--- config.mk ---
export PLATFORM = sky130hd
export DESIGN_NAME = color_blob_centroid_tracker
export DESIGN_NICKNAME = d
export VERILOG_FILES = /design/src/hdl/cbt_pkg.sv /design/src/hdl/color_blob_centroid_tracker.sv /design/src/hdl/cbt_front.sv /design/src/hdl/cbt_fifo.sv /design/src/hdl/cbt_back.sv
export SDC_FILE = /design/constraint.sdc
export NUM_CORES = 2
export LEC_CHECK = 0
export BUFFER_PORTS_ARGS = -buffer_cell sky130_fd_sc_hd__buf_2
export CAP_MARGIN = 15
export CORE_MARGIN = 3
export CORE_UTILIZATION = 25
export DETAILED_ROUTE_END_ITERATION = 16
export GPL_TIMING_DRIVEN = 0
export SLEW_MARGIN = 20
export SYNTH_ARGS = -nofsm -noshare
export SYNTH_HDL_FRONTEND = slang
export SYNTH_SLANG_ARGS = --single-unit
--- constraint.sdc ---
create_clock -name i_clk -period 11.3 [get_ports i_clk]
set_clock_uncertainty 0.2 [all_clocks]
set_input_delay 0.565 -clock i_clk [delete_from_list [all_inputs] [get_ports i_clk]]
set_output_delay 0.565 -clock i_clk [all_outputs]
set_load 0.05 [all_outputs]
--- src/hdl/cbt_pkg.sv ---
package cbt_pkg;

    // Field widths
    localparam int unsigned CHAN_W   = 8;
    localparam int unsigned MARGIN_W = 9;
    localparam int unsigned ROW_W    = 10;
    localparam int unsigned COL_W    = 10;
    localparam int unsigned WIDTH_W  = 11;
    localparam int unsigned SUM_W    = 30;
    localparam int unsigned CNT_W    = 21;
    localparam int unsigned MEAN_W   = 10;

    // Frame limits; pixels outside are not accumulated
    localparam int unsigned MAX_ROWS = 1024;
    localparam int unsigned MAX_COLS = 1024;

    // Configuration port
    localparam int unsigned CFG_IDX_W  = 3;
    localparam int unsigned CFG_DATA_W = 11;

    // Frame totals queue between front and back
    localparam int unsigned Q_DEPTH = 2;

    typedef enum logic [CFG_IDX_W-1:0] {
        REG_HEAD_RED     = 3'd0,
        REG_HEAD_GREEN   = 3'd1,
        REG_HEAD_BLUE    = 3'd2,
        REG_TAIL_RED     = 3'd3,
        REG_TAIL_GREEN   = 3'd4,
        REG_TAIL_BLUE    = 3'd5,
        REG_MATCH_MARGIN = 3'd6,
        REG_FRAME_WIDTH  = 3'd7
    } t_cfg_reg;

    // Division jobs, in the order the back end runs them
    typedef enum logic [1:0] {
        OP_HEAD_ROW = 2'd0,
        OP_HEAD_COL = 2'd1,
        OP_TAIL_ROW = 2'd2,
        OP_TAIL_COL = 2'd3
    } t_op;

    typedef struct packed {
        logic [CHAN_W-1:0] pix_blue;
        logic [CHAN_W-1:0] pix_green;
        logic [CHAN_W-1:0] pix_red;
        logic [ROW_W-1:0]  pix_row;
        logic [COL_W-1:0]  pix_col;
        logic              frame_end;
    } t_pix;

    typedef struct packed {
        logic [MEAN_W-1:0]  head_row;
        logic [WIDTH_W-1:0] head_col;
        logic [MEAN_W-1:0]  tail_row;
        logic [WIDTH_W-1:0] tail_col;
        logic [MEAN_W-1:0]  mid_row;
        logic [WIDTH_W-1:0] mid_col;
        logic               head_found;
        logic               tail_found;
    } t_result;

    typedef struct packed {
        logic [CHAN_W-1:0]   head_red;
        logic [CHAN_W-1:0]   head_green;
        logic [CHAN_W-1:0]   head_blue;
        logic [CHAN_W-1:0]   tail_red;
        logic [CHAN_W-1:0]   tail_green;
        logic [CHAN_W-1:0]   tail_blue;
        logic [MARGIN_W-1:0] match_margin;
        logic [WIDTH_W-1:0]  frame_width;
    } t_cfg;

    typedef struct packed {
        logic [SUM_W-1:0] head_row_sum;
        logic [SUM_W-1:0] head_col_sum;
        logic [CNT_W-1:0] head_count;
        logic [SUM_W-1:0] tail_row_sum;
        logic [SUM_W-1:0] tail_col_sum;
        logic [CNT_W-1:0] tail_count;
    } t_totals;

    // |pix - ref| < margin, same as ref - margin < pix < ref + margin
    function automatic logic chan_near(
        input logic [CHAN_W-1:0]   pix,
        input logic [CHAN_W-1:0]   ref_lvl,
        input logic [MARGIN_W-1:0] margin
    );
        logic [CHAN_W:0] diff;
        logic [CHAN_W:0] mag;
        diff = {1'b0, pix} - {1'b0, ref_lvl};
        mag  = diff[CHAN_W] ? (~diff + 1'b1) : diff;
        return mag < margin;
    endfunction

endpackage

--- src/hdl/color_blob_centroid_tracker.sv ---
// Channel   Handshake       Payload        Beat taken when
// pixel     i_push/o_full   i_pix          i_push && !o_full
// result    o_empty/i_pop   o_res          i_pop && !o_empty
// config    i_cfg_we        i_cfg_idx/data i_cfg_we
//
// The front takes one pixel beat every clock while o_full is low, matching and summing
// in that cycle. Each frame end result is built after its totals leave the queue: four
// divisions on one shared divider that resolves one bit per cycle, plus mirror and
// output steps.
// The totals queue holds two frames; o_full rises only while both entries wait.
// Reset is synchronous: it clears sums, queue, output and restores register defaults.
module color_blob_centroid_tracker (
    input  logic                               i_clk,
    input  logic                               i_rst_n,
    input  logic                               i_push,
    output logic                               o_full,
    input  cbt_pkg::t_pix                      i_pix,
    output logic                               o_empty,
    input  logic                               i_pop,
    output cbt_pkg::t_result                   o_res,
    input  logic                               i_cfg_we,
    input  logic [cbt_pkg::CFG_IDX_W-1:0]      i_cfg_idx,
    input  logic [cbt_pkg::CFG_DATA_W-1:0]     i_cfg_data
);

    cbt_pkg::t_cfg    r_cfg;
    logic             accept;
    logic             q_push;
    logic             q_full;
    logic             q_pop;
    logic             q_empty;
    cbt_pkg::t_totals q_wdata;
    cbt_pkg::t_totals q_rdata;

    // Decode configuration writes
    always_ff @(posedge i_clk) begin
        if (!i_rst_n) begin
            r_cfg.head_red     <= '0;
            r_cfg.head_green   <= '0;
            r_cfg.head_blue    <= '0;
            r_cfg.tail_red     <= '0;
            r_cfg.tail_green   <= '0;
            r_cfg.tail_blue    <= '0;
            r_cfg.match_margin <= cbt_pkg::MARGIN_W'(16);
            r_cfg.frame_width  <= cbt_pkg::WIDTH_W'(640);
        end else if (i_cfg_we) begin
            case (cbt_pkg::t_cfg_reg'(i_cfg_idx))
                cbt_pkg::REG_HEAD_RED:     r_cfg.head_red     <= i_cfg_data[cbt_pkg::CHAN_W-1:0];
                cbt_pkg::REG_HEAD_GREEN:   r_cfg.head_green   <= i_cfg_data[cbt_pkg::CHAN_W-1:0];
                cbt_pkg::REG_HEAD_BLUE:    r_cfg.head_blue    <= i_cfg_data[cbt_pkg::CHAN_W-1:0];
                cbt_pkg::REG_TAIL_RED:     r_cfg.tail_red     <= i_cfg_data[cbt_pkg::CHAN_W-1:0];
                cbt_pkg::REG_TAIL_GREEN:   r_cfg.tail_green   <= i_cfg_data[cbt_pkg::CHAN_W-1:0];
                cbt_pkg::REG_TAIL_BLUE:    r_cfg.tail_blue    <= i_cfg_data[cbt_pkg::CHAN_W-1:0];
                cbt_pkg::REG_MATCH_MARGIN: r_cfg.match_margin <= i_cfg_data[cbt_pkg::MARGIN_W-1:0];
                cbt_pkg::REG_FRAME_WIDTH:  r_cfg.frame_width  <= i_cfg_data[cbt_pkg::WIDTH_W-1:0];
                default: begin
                end
            endcase
        end
    end

    // Take a pixel whenever the totals queue has room
    assign o_full = q_full;
    assign accept = i_push && !q_full;

    cbt_front u_front (
        .i_clk    (i_clk),
        .i_rst_n  (i_rst_n),
        .i_accept (accept),
        .i_pix    (i_pix),
        .i_cfg    (r_cfg),
        .o_q_push (q_push),
        .o_q_data (q_wdata)
    );

    cbt_fifo u_fifo (
        .i_clk   (i_clk),
        .i_rst_n (i_rst_n),
        .i_push  (q_push),
        .i_data  (q_wdata),
        .o_full  (q_full),
        .i_pop   (q_pop),
        .o_empty (q_empty),
        .o_data  (q_rdata)
    );

    cbt_back u_back (
        .i_clk         (i_clk),
        .i_rst_n       (i_rst_n),
        .i_q_empty     (q_empty),
        .i_q_data      (q_rdata),
        .o_q_pop       (q_pop),
        .i_frame_width (r_cfg.frame_width),
        .o_res         (o_res),
        .o_empty       (o_empty),
        .i_pop         (i_pop)
    );

endmodule

--- src/hdl/cbt_front.sv ---
module cbt_front (
    input  logic             i_clk,
    input  logic             i_rst_n,
    input  logic             i_accept,
    input  cbt_pkg::t_pix    i_pix,
    input  cbt_pkg::t_cfg    i_cfg,
    output logic             o_q_push,
    output cbt_pkg::t_totals o_q_data
);

    cbt_pkg::t_totals r_acc;
    cbt_pkg::t_totals n_acc;
    logic             in_frame;
    logic             head_hit;
    logic             tail_hit;

    // Classify the pixel against both markers
    always_comb begin
        in_frame = (32'(i_pix.pix_row) < 32'(cbt_pkg::MAX_ROWS)) &&
                   (32'(i_pix.pix_col) < 32'(cbt_pkg::MAX_COLS));
        head_hit = in_frame &&
                   cbt_pkg::chan_near(i_pix.pix_blue,  i_cfg.head_blue,  i_cfg.match_margin) &&
                   cbt_pkg::chan_near(i_pix.pix_green, i_cfg.head_green, i_cfg.match_margin) &&
                   cbt_pkg::chan_near(i_pix.pix_red,   i_cfg.head_red,   i_cfg.match_margin);
        tail_hit = in_frame &&
                   cbt_pkg::chan_near(i_pix.pix_blue,  i_cfg.tail_blue,  i_cfg.match_margin) &&
                   cbt_pkg::chan_near(i_pix.pix_green, i_cfg.tail_green, i_cfg.match_margin) &&
                   cbt_pkg::chan_near(i_pix.pix_red,   i_cfg.tail_red,   i_cfg.match_margin);
    end

    // Add the pixel into the sums of each marker it matches
    always_comb begin
        n_acc = r_acc;
        if (head_hit) begin
            n_acc.head_row_sum = r_acc.head_row_sum + cbt_pkg::SUM_W'(i_pix.pix_row);
            n_acc.head_col_sum = r_acc.head_col_sum + cbt_pkg::SUM_W'(i_pix.pix_col);
            n_acc.head_count   = r_acc.head_count + 1'b1;
        end
        if (tail_hit) begin
            n_acc.tail_row_sum = r_acc.tail_row_sum + cbt_pkg::SUM_W'(i_pix.pix_row);
            n_acc.tail_col_sum = r_acc.tail_col_sum + cbt_pkg::SUM_W'(i_pix.pix_col);
            n_acc.tail_count   = r_acc.tail_count + 1'b1;
        end
    end

    // Hand the frame totals over on the last pixel and start a fresh frame
    assign o_q_push = i_accept && i_pix.frame_end;
    assign o_q_data = n_acc;

    always_ff @(posedge i_clk) begin
        if (!i_rst_n) begin
            r_acc <= '0;
        end else if (i_accept) begin
            r_acc <= i_pix.frame_end ? '0 : n_acc;
        end
    end

    a_clear_after_frame: assert property (@(posedge i_clk) disable iff (!i_rst_n)
        i_accept && i_pix.frame_end |=> r_acc == '0)
        else $error("accumulators not cleared after frame end");

endmodule

--- src/hdl/cbt_fifo.sv ---
module cbt_fifo (
    input  logic             i_clk,
    input  logic             i_rst_n,
    input  logic             i_push,
    input  cbt_pkg::t_totals i_data,
    output logic             o_full,
    input  logic             i_pop,
    output logic             o_empty,
    output cbt_pkg::t_totals o_data
);

    localparam int unsigned PTR_W = (cbt_pkg::Q_DEPTH > 1) ? $clog2(cbt_pkg::Q_DEPTH) : 1;
    localparam int unsigned CNT_W = $clog2(cbt_pkg::Q_DEPTH + 1);

    cbt_pkg::t_totals r_mem [cbt_pkg::Q_DEPTH];
    logic [PTR_W-1:0] r_wr;
    logic [PTR_W-1:0] r_rd;
    logic [CNT_W-1:0] r_count;
    logic             do_push;
    logic             do_pop;

    assign o_full  = (r_count == CNT_W'(cbt_pkg::Q_DEPTH));
    assign o_empty = (r_count == '0);
    assign o_data  = r_mem[r_rd];
    assign do_push = i_push && !o_full;
    assign do_pop  = i_pop && !o_empty;

    // Store the entry
    always_ff @(posedge i_clk) begin
        if (do_push) begin
            r_mem[r_wr] <= i_data;
        end
    end

    // Advance pointers and fill count
    always_ff @(posedge i_clk) begin
        if (!i_rst_n) begin
            r_wr    <= '0;
            r_rd    <= '0;
            r_count <= '0;
        end else begin
            if (do_push) begin
                r_wr <= (r_wr == PTR_W'(cbt_pkg::Q_DEPTH - 1)) ? '0 : r_wr + 1'b1;
            end
            if (do_pop) begin
                r_rd <= (r_rd == PTR_W'(cbt_pkg::Q_DEPTH - 1)) ? '0 : r_rd + 1'b1;
            end
            if (do_push && !do_pop) begin
                r_count <= r_count + 1'b1;
            end else if (do_pop && !do_push) begin
                r_count <= r_count - 1'b1;
            end
        end
    end

    a_no_push_full: assert property (@(posedge i_clk) disable iff (!i_rst_n)
        i_push |-> !o_full)
        else $error("frame totals pushed into a full queue");

    a_no_pop_empty: assert property (@(posedge i_clk) disable iff (!i_rst_n)
        i_pop |-> !o_empty)
        else $error("frame totals popped from an empty queue");

endmodule

--- src/hdl/cbt_back.sv ---
module cbt_back (
    input  logic                            i_clk,
    input  logic                            i_rst_n,
    input  logic                            i_q_empty,
    input  cbt_pkg::t_totals                i_q_data,
    output logic                            o_q_pop,
    input  logic [cbt_pkg::WIDTH_W-1:0]     i_frame_width,
    output cbt_pkg::t_result                o_res,
    output logic                            o_empty,
    input  logic                            i_pop
);

    localparam int unsigned BIT_W = $clog2(cbt_pkg::SUM_W);

    typedef enum logic [4:0] {
        ST_IDLE   = 5'b00001,
        ST_SETUP  = 5'b00010,
        ST_DIV    = 5'b00100,
        ST_MIRROR = 5'b01000,
        ST_EMIT   = 5'b10000
    } t_state;

    t_state                        r_state;
    cbt_pkg::t_op                  r_op;
    cbt_pkg::t_totals              r_job;
    logic [cbt_pkg::CNT_W-1:0]     r_rem;
    logic [cbt_pkg::SUM_W-1:0]     r_quo;
    logic [BIT_W-1:0]              r_bit;
    logic [cbt_pkg::MEAN_W-1:0]    r_mean [4];
    logic [cbt_pkg::MEAN_W-1:0]    r_hr;
    logic [cbt_pkg::MEAN_W-1:0]    r_tr;
    logic [cbt_pkg::WIDTH_W-1:0]   r_hc;
    logic [cbt_pkg::WIDTH_W-1:0]   r_tc;
    logic                          r_hf;
    logic                          r_tf;
    cbt_pkg::t_result              r_out;
    logic                          r_out_valid;

    logic [cbt_pkg::SUM_W-1:0]     dividend;
    logic [cbt_pkg::CNT_W-1:0]     divisor;
    logic [cbt_pkg::CNT_W:0]       rem_sh;
    logic                          rem_ge;
    logic [cbt_pkg::CNT_W-1:0]     n_rem;
    logic [cbt_pkg::SUM_W-1:0]     n_quo;
    logic [cbt_pkg::MEAN_W-1:0]    mean_sat;
    logic                          hf;
    logic                          tf;
    logic [cbt_pkg::WIDTH_W-1:0]   hc_mir;
    logic [cbt_pkg::WIDTH_W-1:0]   tc_mir;
    logic [cbt_pkg::MEAN_W:0]      row_pair;
    logic [cbt_pkg::WIDTH_W:0]     col_pair;
    logic                          emit_fire;

    // Pick the operands of the current division
    always_comb begin
        case (r_op)
            cbt_pkg::OP_HEAD_ROW: dividend = r_job.head_row_sum;
            cbt_pkg::OP_HEAD_COL: dividend = r_job.head_col_sum;
            cbt_pkg::OP_TAIL_ROW: dividend = r_job.tail_row_sum;
            cbt_pkg::OP_TAIL_COL: dividend = r_job.tail_col_sum;
            default:              dividend = '0;
        endcase
        divisor = r_op[1] ? r_job.tail_count : r_job.head_count;
    end

    // One restoring division step: one quotient bit per cycle
    always_comb begin
        rem_sh   = {r_rem, r_quo[cbt_pkg::SUM_W-1]};
        rem_ge   = rem_sh >= {1'b0, divisor};
        n_rem    = rem_ge ? cbt_pkg::CNT_W'(rem_sh - {1'b0, divisor})
                          : rem_sh[cbt_pkg::CNT_W-1:0];
        n_quo    = {r_quo[cbt_pkg::SUM_W-2:0], rem_ge};
        mean_sat = (|n_quo[cbt_pkg::SUM_W-1:cbt_pkg::MEAN_W]) ? '1
                                                              : n_quo[cbt_pkg::MEAN_W-1:0];
    end

    // Mirror the mean columns, floor at zero
    always_comb begin
        hf = (r_job.head_count != '0);
        tf = (r_job.tail_count != '0);
        hc_mir = ({1'b0, r_mean[cbt_pkg::OP_HEAD_COL]} > i_frame_width) ? '0
               : i_frame_width - {1'b0, r_mean[cbt_pkg::OP_HEAD_COL]};
        tc_mir = ({1'b0, r_mean[cbt_pkg::OP_TAIL_COL]} > i_frame_width) ? '0
               : i_frame_width - {1'b0, r_mean[cbt_pkg::OP_TAIL_COL]};
        row_pair = {1'b0, r_hr} + {1'b0, r_tr};
        col_pair = {1'b0, r_hc} + {1'b0, r_tc};
    end

    assign o_q_pop   = (r_state == ST_IDLE) && !i_q_empty;
    assign emit_fire = (r_state == ST_EMIT) && (!r_out_valid || i_pop);

    // Sequence the four divisions of a frame, then build the result
    always_ff @(posedge i_clk) begin
        if (!i_rst_n) begin
            r_state <= ST_IDLE;
            r_op    <= cbt_pkg::OP_HEAD_ROW;
            r_bit   <= '0;
        end else begin
            case (r_state)
                ST_IDLE: begin
                    if (!i_q_empty) begin
                        r_op    <= cbt_pkg::OP_HEAD_ROW;
                        r_state <= ST_SETUP;
                    end
                end
                ST_SETUP: begin
                    r_bit   <= '0;
                    r_state <= ST_DIV;
                end
                ST_DIV: begin
                    if (r_bit == BIT_W'(cbt_pkg::SUM_W - 1)) begin
                        if (r_op == cbt_pkg::OP_TAIL_COL) begin
                            r_state <= ST_MIRROR;
                        end else begin
                            r_op    <= cbt_pkg::t_op'(r_op + 2'd1);
                            r_state <= ST_SETUP;
                        end
                    end else begin
                        r_bit <= r_bit + 1'b1;
                    end
                end
                ST_MIRROR: begin
                    r_state <= ST_EMIT;
                end
                ST_EMIT: begin
                    if (emit_fire) begin
                        r_state <= ST_IDLE;
                    end
                end
                default: begin
                    r_state <= ST_IDLE;
                end
            endcase
        end
    end

    // Datapath registers
    always_ff @(posedge i_clk) begin
        if (o_q_pop) begin
            r_job <= i_q_data;
        end
        if (r_state == ST_SETUP) begin
            r_rem <= '0;
            r_quo <= dividend;
        end
        if (r_state == ST_DIV) begin
            r_rem <= n_rem;
            r_quo <= n_quo;
            if (r_bit == BIT_W'(cbt_pkg::SUM_W - 1)) begin
                r_mean[r_op] <= mean_sat;
            end
        end
        if (r_state == ST_MIRROR) begin
            r_hf <= hf;
            r_tf <= tf;
            r_hr <= hf ? r_mean[cbt_pkg::OP_HEAD_ROW] : '0;
            r_tr <= tf ? r_mean[cbt_pkg::OP_TAIL_ROW] : '0;
            r_hc <= hf ? hc_mir : '0;
            r_tc <= tf ? tc_mir : '0;
        end
        if (emit_fire) begin
            r_out.head_row   <= r_hr;
            r_out.head_col   <= r_hc;
            r_out.tail_row   <= r_tr;
            r_out.tail_col   <= r_tc;
            r_out.mid_row    <= row_pair[cbt_pkg::MEAN_W:1];
            r_out.mid_col    <= col_pair[cbt_pkg::WIDTH_W:1];
            r_out.head_found <= r_hf;
            r_out.tail_found <= r_tf;
        end
    end

    // Hold the result until it is popped
    always_ff @(posedge i_clk) begin
        if (!i_rst_n) begin
            r_out_valid <= 1'b0;
        end else if (emit_fire) begin
            r_out_valid <= 1'b1;
        end else if (i_pop) begin
            r_out_valid <= 1'b0;
        end
    end

    assign o_res   = r_out;
    assign o_empty = !r_out_valid;

    a_bit_range: assert property (@(posedge i_clk) disable iff (!i_rst_n)
        r_state == ST_DIV |-> r_bit < BIT_W'(cbt_pkg::SUM_W))
        else $error("divider step counter out of range");

    a_missing_head_zero: assert property (@(posedge i_clk) disable iff (!i_rst_n)
        r_out_valid && !r_out.head_found |-> r_out.head_row == '0 && r_out.head_col == '0)
        else $error("head centroid not zero while head marker missing");

endmodule

==> results.md <==
* Htree depth at 3
* Routed Antenna Nets at 0
* Seq cells post-synth at 933
* Setup repair after global routing missed its margin: no
* CP required at 11.54 ns
* Clock period minus worst slack at 7.045 ns
* Cell area power density at 174.2 nW/um^2
* Area Growth Syn to Fin at 16.55%
* Hold Crit Class: primary input to flip-flop
* CTS tree: built
* Die area at 184,800 sq um
* Leakage at 17.92 nW
* I/O Pins at 131
* Top FF cell, synth: edfxtp_1
* Final Max Slew Viols at 0
* Routed via count at 31,565
* Ys async rst share at 0%
* Largest net degree at the start of global routing at 90
* Wire per inst at 19.20 um
* Syn Nets at 4,154
* Vias/cell at 4.824
* Post-route insts no fill at 6,544
* Slew headroom at 19.99%
* Clock latency on the worst-skew pair at 0.73 ns
* RePlAce Congestion at 0.8812
* Post-synth EDFFs at 686
* Mapped cell area at 44,920 sq um
* Fin crit share at 62.34%
* Root Buffer: clkbuf_16
* Setup-failing EPs final at 0
* CP startpoint kind: flip-flop
* Placed cell count at 6,343
* Final instance area at 52,360 sq um
* Die Wd at 429.9 um
* Die H at 429.9 um
* PostCTS Resize Cnt at 0
* Cell taking the most area after synthesis: edfxtp_1
* CTS Buffer Depth at 3
* Top cell type's share of synthesized area at 45.86%
* Clock tree sinks at 933
* Nets at 4,400
* Setup TNS at 0 ns
* Hpwl dp at 91,330 um
* GRT Util Overall at 13.20%
* Seq/Total Area, Yosys at 56.87%
* Total CTS buffers at 101
* CP endpoint kind: flip-flop
* Placement Rows at 154
* Detailed router's first-iteration violation count at 2,988
* Post CTS Setup Buffer Count at 0
* Post-Place Cell Area at 49,020 sq um
* Max Cap Violations at 0
* Remaining Overflow, GRT at 0
* Core Area at 177,500 sq um
* Worst VDD drop at 0.0001520 V
* Post-Place Worst Slack at 3.918 ns
* Total Power at 9.119 mW
* Ratio of cells with drive above 1 in the final layout at 12.94%
* CTS Hold Buffers Added at 3
* Initial Utilization at 25.31%
* CP Data Arrival Time at 7.29 ns
* Peak Freq at 141.9 MHz
* Synth area leaders: edfxtp_1, dfxtp_1, ha_1
* WL final at 125,700 um
* Status: completed
* Synth Instances at 3,863
* Antenna violations before repair at 10
* First-pass GRT wire length at 188,300 um
* Post-synth cell types at 75
* DRC errors left at 0
* Slew at the pin with the worst max-slew slack at 1.200 ns
* CTS clk-pin slew, worst paths at 0.06 ns
* Vias in the first global route at 30,547
* Crit Path Max Fanout at 10
* Final setup margin at 4.255 ns
* Buffers on Ports at 119
* Kind of critical path: flip-flop to flip-flop
* Final hold violations at 0
* 1st-pass router iterations at 5
* Ys Warns at 0
* Syn avg cell area at 11.63 sq um
[final cells by class]
| type | count | area [sq um] |
|---|---|---|
| antenna | 7 | 17.52 |
| clock buffer | 136 | 2739 |
| sequential | 933 | 25540 |
| buffer | 164 | 644.4 |
| inverter | 152 | 578.1 |
| timing repair buffer | 143 | 1126 |
| fill | 17964 | 125100 |
| tap | 2340 | 2928 |
| multi-input combinational | 2614 | 18230 |
| clock inverter | 55 | 553.0 |
[cell usage after synthesis (5+ instances only)]
| master | count |
|---|---|
| and4_1 | 14 |
| and3_1 | 45 |
| a22oi_1 | 39 |
| nand3b_1 | 10 |
| o21bai_1 | 16 |
| or4_1 | 20 |
| nand2b_1 | 25 |
| inv_1 | 151 |
| a211oi_1 | 16 |
| mux2i_1 | 27 |
| a21boi_0 | 9 |
| xnor2_1 | 181 |
| a31o_2 | 5 |
| buf_1 | 8 |
| and2_1 | 24 |
| edfxtp_1 | 686 |
| nand3_1 | 77 |
| nor2_1 | 258 |
| o21ai_0 | 174 |
| dfxtp_1 | 247 |
| a21oi_1 | 278 |
| mux2_2 | 202 |
| ha_1 | 212 |
| o211ai_1 | 12 |
| nor4_1 | 27 |
| a222oi_1 | 32 |
| buf_2 | 11 |
| nand4_1 | 33 |
| nor2b_1 | 54 |
| o31ai_1 | 25 |
| o21a_1 | 34 |
| clkbuf_1 | 142 |
| a22o_1 | 7 |
| a41oi_1 | 15 |
| nand2_1 | 350 |
| a211o_1 | 7 |
| a21o_1 | 52 |
| fa_1 | 15 |
| nor3_1 | 52 |
| or3_1 | 59 |
| a31oi_1 | 68 |
| xor2_1 | 75 |
| o31a_1 | 10 |
[metal layers]
metal / GRT usage (%) / vias up / routed length [um]
met1: 17.25 / 15420 / 53940
met3: 1.871 / 261 / 7766
met2: 21.73 / 1076 / 58910
li1: - / 14808 / -
met4: 5.803 / 0 / 5047
met5: 0 / - / 0
[worst paths after layout]
kind                           from  slack [ns]                       endpoint  cells past startpoint
max reg2reg  r_cfg[36]$_SDFFE_PN0P_        4.26  u_fifo.r_mem[0][58]$_DFFE_PP_                     21
min reg2reg   u_back.r_hf$_DFFE_PP_        0.23      u_back.o_res[1]$_DFFE_PP_                      0
max          r_cfg[36]$_SDFFE_PN0P_        4.26  u_fifo.r_mem[0][58]$_DFFE_PP_                     21
min                   i_cfg_data[7]         0.1         r_cfg[67]$_SDFFE_PN0P_                      3
[report_power, final]
group	internal, mW	leakage (nW)	total [mW]	switching (mW)
sequential	4.17	8.17	4.33	0.158
clock	1.84	1.60	3.26	1.43
combinational	0.558	8.15	1.53	0.970
[kinds of logic after synthesis]
logic type	share of synthesized area [%]
XOR/XNOR	4.991
adder cells (fa/ha/maj)	6.573
AND/OR/NAND/NOR	11.63
multiplexers	5.665
AO/OA/AOI/OAI	11.58
flip-flops	56.87
buffers and inverters	2.699
[registers in the layout (all words and copies together) (netlist names)]
register / flops
u_back.o_res: 65
u_back.r_tr: 10
u_back.r_hc: 11
u_back.r_quo: 30
u_fifo.r_mem: 324
u_back.r_tc: 11
u_back.r_state: 5
u_front.r_acc: 162
u_back.r_mean: 40
u_back.r_out_valid: 1
u_back.r_job: 162
u_fifo.r_count: 2
u_back.r_bit: 5
u_fifo.r_rd: 1
u_back.r_rem: 21
r_cfg: 68
u_back.r_hf: 1
u_fifo.r_wr: 1
u_back.r_op: 2
u_back.r_tf: 1
u_back.r_hr: 10
[cell usage in the layout (no fill, tap or decap), types with 16 or more instances in the layout]
| master | count |
|---|---|
| edfxtp_1 | 686 |
| nand2_1 | 350 |
| a21oi_1 | 277 |
| nor2_1 | 257 |
| dfxtp_1 | 247 |
| ha_1 | 212 |
| mux2_2 | 202 |
| xnor2_1 | 181 |
| o21ai_0 | 174 |
| clkbuf_1 | 167 |
| inv_1 | 150 |
| buf_2 | 130 |
| clkbuf_16 | 101 |
| nand3_1 | 77 |
| xor2_1 | 75 |
| a31oi_1 | 68 |
| or3_1 | 59 |
| nor2b_1 | 53 |
| a21o_1 | 52 |
| nor3_1 | 50 |
| and3_1 | 44 |
| a22oi_1 | 39 |
| o21a_1 | 34 |
| nand4_1 | 33 |
| a222oi_1 | 32 |
| mux2i_1 | 27 |
| nor4_1 | 26 |
| nand2b_1 | 25 |
| and2_1 | 24 |
| o31ai_1 | 24 |
| or4_1 | 20 |
| clkinv_2 | 18 |
| o21bai_1 | 16 |
| a211oi_1 | 16 |
[critical path, cell delays in order, from the launching register on]
cell       delay [ns]
dfxtp_1          0.34
ha_1             0.16
inv_1            0.05
fa_1             0.41
a21o_1           0.18
a21oi_1          0.23
nor2b_1          0.09
o31a_1           0.26
o21ai_0          0.15
nand2b_1         0.07
clkbuf_1         0.18
nor4b_1          0.72
ha_1             0.40
nand4_1          0.13
o21ai_0          0.10
a2111oi_0        0.46
o211ai_1         0.40
buf_2            0.40
nor2_2           0.54
buf_2            0.43
buf_2            0.40
mux2_2           0.42
[through the flow]
| step | util [%] | hold slack [ns] |
|---|---|---|
| floorplan | - | 0.2003 |
| global placement | 27.30 | 0.2095 |
| detailed placement | 27.62 | 0.2093 |
| CTS | 29.49 | 0.04420 |
| global route | 29.50 | 0.08395 |
| finish | 29.50 | 0.09736 |
Note: power is estimated with default switching activity, not from simulation.
